--- src/hw/rtl/rcht_pkg.sv ---
// ----------------------------------------------------------------------------
// rcht_pkg
// Types, codes and constants of the refcount registry hash table.
// ----------------------------------------------------------------------------
package rcht_pkg;

	localparam int unsigned DEF_SLOTS     = 1024;
	localparam int unsigned DEF_ADDR_BITS = 48;

	localparam int unsigned CNT_W = 32;
	localparam logic signed [CNT_W-1:0] CNT_MAX = 32'sh7FFF_FFFF;

	// Hash: low 48 bits of (address >> 3) times the golden-ratio constant
	localparam int unsigned HASH_W     = 48;
	localparam int unsigned HASH_HALF  = HASH_W / 2;
	localparam int unsigned HASH_SHIFT = 32;
	localparam logic [HASH_HALF-1:0] HASH_MUL_LO = 24'h4A7C15;
	localparam logic [HASH_HALF-1:0] HASH_MUL_HI = 24'h79B97F;
	localparam logic [1:0] HASH_LAST_STEP = 2'd3;

	localparam int unsigned REQ_W = 3;
	localparam logic [REQ_W-1:0] REQ_INSERT   = 3'd0;
	localparam logic [REQ_W-1:0] REQ_RETAIN   = 3'd1;
	localparam logic [REQ_W-1:0] REQ_RELEASE  = 3'd2;
	localparam logic [REQ_W-1:0] REQ_IMMORTAL = 3'd3;
	localparam logic [REQ_W-1:0] REQ_REMOVE   = 3'd4;

	localparam int unsigned STATUS_W = 3;
	localparam logic [STATUS_W-1:0] ST_OK           = 3'd0;
	localparam logic [STATUS_W-1:0] ST_NOT_FOUND    = 3'd1;
	localparam logic [STATUS_W-1:0] ST_TABLE_FULL   = 3'd2;
	localparam logic [STATUS_W-1:0] ST_RESERVED     = 3'd3;
	localparam logic [STATUS_W-1:0] ST_ALREADY_LIVE = 3'd4;

	// Write enables of the slot memory
	typedef struct packed {
		logic key;
		logic cnt;
	} rcht_wen_t;

endpackage

--- src/hw/rtl/rcht_hash.sv ---
// ----------------------------------------------------------------------------
// rcht_hash
// Home slot of a key: 48-bit product built from three 24x24 partial products.
// ----------------------------------------------------------------------------
module rcht_hash import rcht_pkg::*; #(
	parameter int unsigned IDX_W = $clog2(DEF_SLOTS)
) (
	input  logic              clk,
	input  logic              arst_n,
	input  logic              start,
	input  logic [HASH_W-1:0] key,
	output logic              done,
	output logic [IDX_W-1:0]  home
);

	logic [HASH_W-1:0]    key_q;
	logic [HASH_W-1:0]    acc_q;
	logic [1:0]           step_q;
	logic                 busy_q;
	logic                 done_q;
	logic [HASH_W-1:0]    prod_s1;
	logic                 pv_s1;
	logic                 sh_s1;
	logic [HASH_HALF-1:0] op_a;
	logic [HASH_HALF-1:0] op_b;
	logic [HASH_W-1:0]    addend;

	// low*low, low*high, high*low; high*high falls off the top
	always_comb begin
		op_a = key_q[HASH_HALF-1:0];
		op_b = HASH_MUL_LO;
		unique case (step_q)
			2'd0: begin
				op_a = key_q[HASH_HALF-1:0];
				op_b = HASH_MUL_LO;
			end
			2'd1: begin
				op_a = key_q[HASH_HALF-1:0];
				op_b = HASH_MUL_HI;
			end
			default: begin
				op_a = key_q[HASH_W-1:HASH_HALF];
				op_b = HASH_MUL_LO;
			end
		endcase
	end

	assign addend = sh_s1 ? {prod_s1[HASH_HALF-1:0], {HASH_HALF{1'b0}}} : prod_s1;

	always_ff @(posedge clk) begin
		prod_s1 <= op_a * op_b;
		sh_s1   <= (step_q != 2'd0);
		if (start) begin
			key_q <= key;
			acc_q <= '0;
		end else if (busy_q && pv_s1) begin
			acc_q <= acc_q + addend;
		end
	end

	always_ff @(posedge clk or negedge arst_n) begin
		if (!arst_n) begin
			busy_q <= 1'b0;
			done_q <= 1'b0;
			pv_s1  <= 1'b0;
			step_q <= '0;
		end else begin
			done_q <= !start && busy_q && (step_q == HASH_LAST_STEP);
			pv_s1  <= !start && busy_q && (step_q != HASH_LAST_STEP);
			if (start) begin
				busy_q <= 1'b1;
				step_q <= '0;
			end else if (busy_q) begin
				if (step_q == HASH_LAST_STEP) begin
					busy_q <= 1'b0;
				end else begin
					step_q <= step_q + 2'd1;
				end
			end
		end
	end

	assign done = done_q;
	assign home = acc_q[HASH_SHIFT +: IDX_W];

endmodule

--- config.mk ---
export PLATFORM = sky130hd
export DESIGN_NAME = rcht_hash
export DESIGN_NICKNAME = d
export VERILOG_FILES = /design/src/hw/rtl/rcht_pkg.sv /design/src/hw/rtl/rcht_hash.sv
export SDC_FILE = /design/constraint.sdc
export NUM_CORES = 1
export LEC_CHECK = 0
export ABC_AREA = 1
export BUFFER_PORTS_ARGS = -buffer_cell sky130_fd_sc_hd__buf_2
export CORE_MARGIN = 4
export CORE_UTILIZATION = 45
export DETAILED_ROUTE_END_ITERATION = 7
export PLACE_DENSITY_LB_ADDON = 0.3
export SLEW_MARGIN = 10
export SYNTH_ARGS = -nofsm -noshare
export SYNTH_HDL_FRONTEND = slang
export SYNTH_SLANG_ARGS = --single-unit
--- constraint.sdc ---
create_clock -name clk -period 8.8 [get_ports clk]
set_input_delay 1.76 -clock clk [delete_from_list [all_inputs] [get_ports clk]]
set_output_delay 1.76 -clock clk [all_outputs]
set_load 0.005 [all_outputs]
==> flow_summary.ini <==
[outcome]
outcome = finished clean

[synthesis]
synth.top_cell.area_share_pct = 33.9
syn_avg_cell_area_um2 = 8.14
synth-seq-cells = 138
synthCells = 2731
ys.flop_type = dfxtp_1
synth_edf_count = 48
async_flop_share_pct = 3.62
synth_area_leaders = fa_1 34%, ha_1 13%, inv_1 13%, dfxtp_1 7.7%, nand2_1 7.0%
yosysTopAreaCell = fa_1
synth_cell_types = 45
yosysWarningCount = 0
syn-cell-area_um2 = 22200
synth_seq_area_share_pct = 14.7

[clocking]
clock_sinks = 138
htreeDepth = 4
path_clk_slew_ns = 0.08
cts_buffers = 17
worstSkewPairLatency_ns = 0.49
cts.path.max_buffers = 2
postCtsHoldBufs = 0
post_cts_buffers = 0
root_buffer = clkbuf_16
cts_resized = 0
cts_tree = built

[die]
die_area_um2 = 53000
start_util_pct = 45.5
core-area_um2 = 48800
boundaryPins = 62
die_y_um = 230
rows = 81
die_w_um = 230

[timing]
finalSetupTns_ns = 0
drv_slew = 0
worstMarginPinSlew_ns = 1.14
maxSlewHeadroom_pct = 23.5
finalCritPeriodShare_pct = 95.0
setup_viol = 0
period_minus_slack_ns = 8.36
hold_viol = 0
clock.fmax_mhz = 120
fin_worst_skew_ns = 0.0197
rsz0062_at_grt = false

[critical_path]
critical_path_arrival_ns = 8.78
critPathCaptureType = flip-flop
cp_max_fo = 15
worstSetupStartpointType = flip-flop
required_ns = 9.22
crit_type = flip-flop to flip-flop

[routing]
ant_nets = 0
post_drt_via_cell_ratio = 5.03
first_pass_iters = 5
drt-initial-drc-count = 1326
vias = 17591
drc = 0
wl_per_cell_um = 19.7
wl_mm = 68.9

[place]
port-buffer-count = 61
dp_hpwl_mm = 60.2
gp_congestion = 0.971

[grt]
grt_pass1_vias = 18123
grt-busiest-layer = met2
grt_use_met3_pct = 3.58
track_usage_pct = 26.3
grt_max_degree = 67
grt_pass1_wl_mm = 105
antenna_found_initial = 0
gr-total-overflow = 0
use_met2_pct = 45.2
use_met1_pct = 33.5

[finish]
layout-drive-gt1-share_pct = 5.54
final_common_cell = inv_1
syn2layout_area_growth_pct = 8.03
layout_common_cells = 748 x inv_1, 412 x nand2_1, 376 x fa_1
antennaDiodeCount = 0
layout.nets = 3473

[worst_hold_path]
hold_class = flip-flop to flip-flop

[flow_run]
drv_cap = 0
## state kept, by name (all words and copies together) (netlist names)
signal,flops
busy_q,1
pv_s1,1
acc_q,42
done,1
step_q,2
sh_s1,1
key_q,48
prod_s1,42
## stage by stage
step           utilization (%)  setup WS (ns)  cell area (µm²)  hold WS, ns  std cells
3_5_place_dp              48.0          0.409            23400        0.475       3463
5_1_grt                   49.2         0.0166            24000        0.515       3496
4_1_cts                   49.1          0.382            24000        0.484       3495
2_1_floorplan                -           1.48            22300        0.459       2752
3_3_place_gp              48.0          0.400            23400        0.467       3463
6_report                  49.2          0.440            24000        0.486       3496
## kinds of logic (layout without fill, tap and decap cells)
group | Yosys count | in the layout | share of synthesized area [%]
flip-flops | 138 | 138 | 14.7
AO/OA/AOI/OAI | 290 | 290 | 7.24
AND/OR/NAND/NOR | 851 | 852 | 15.5
XOR/XNOR | 57 | 57 | 2.28
buffers and inverters | 790 | 869 | 13.6
adder cells (fa/ha/maj) | 603 | 603 | 46.6
other | 2 | 23 | 0.0338
## synth_stat cells (6+ instances only)
master and number:
inv_1 749, nand2_1 412, fa_1 376, nor2_1 295, ha_1 227, o21ai_0 127
a21oi_1 102, dfxtp_1 85, nand3_1 84, edfxtp_1 48, xor2_1 43, or2_2 21
clkbuf_1 20, o21bai_1 17, nand4_1 16, xnor2_1 13, buf_4 11, a21o_1 10
o21ai_2 8, a21boi_0 6, nor3_1 6
## area by class of cell
cell class | count | area (µm²)
clock buffer | 20 | 468
clock inverter | 12 | 101
fill | 4860 | 24800
inverter | 751 | 2820
multi-input combinational | 1825 | 16000
sequential | 138 | 3270
tap | 664 | 831
timing repair buffer | 86 | 495
## layer usage
| metal | routed length [µm] | vias to the layer above | share of wire [%] |
|---|---|---|---|
| li1 | - | 8339 | - |
| met1 | 28100 | 8606 | 41 |
| met2 | 34000 | 535 | 49 |
| met3 | 3730 | 111 | 5.4 |
| met4 | 2990 | 0 | 4.3 |
| met5 | 0 | - | 0 |
## worst paths after layout
check,slack (ns),to,cells after the start,startpoint
worst max register to register,0.44,prod_s1[37]$_DFF_P_,25,step_q[0]$_DFFE_PN0P_
worst min register to register,0.49,acc_q[41]$_SDFFE_PP0P_,2,acc_q[41]$_SDFFE_PP0P_
worst max-delay path,0.44,prod_s1[37]$_DFF_P_,25,step_q[0]$_DFFE_PN0P_
max in group asynchronous,7.58,done$_DFF_PN0_,1,arst_n
worst min-delay path,0.49,acc_q[41]$_SDFFE_PP0P_,2,acc_q[41]$_SDFFE_PP0P_
min in group asynchronous,1.09,pv_s1$_DFF_PN0_,1,arst_n
## critical path, stage by stage (launching register included)
cell,delay (ns)
dfrtp_1,0.38
inv_1,0.08
ha_1,0.34
nor2_4,0.50
buf_4,0.26
o21ai_2,0.23
nor2_1,0.87
fa_1,0.61
fa_1,0.53
inv_1,0.06
fa_1,0.54
inv_1,0.05
fa_1,0.55
fa_1,0.44
fa_1,0.48
inv_1,0.05
fa_1,0.47
inv_1,0.04
ha_1,0.39
nand2_1,0.10
nor2_1,0.16
inv_1,0.10
nor4_1,0.50
nand3_1,0.22
nand3_1,0.18
xor2_1,0.15
Power is left out: the tool's default activity adds up to more than one toggle a clock period on the data nets, which glitch-free logic cannot reach.
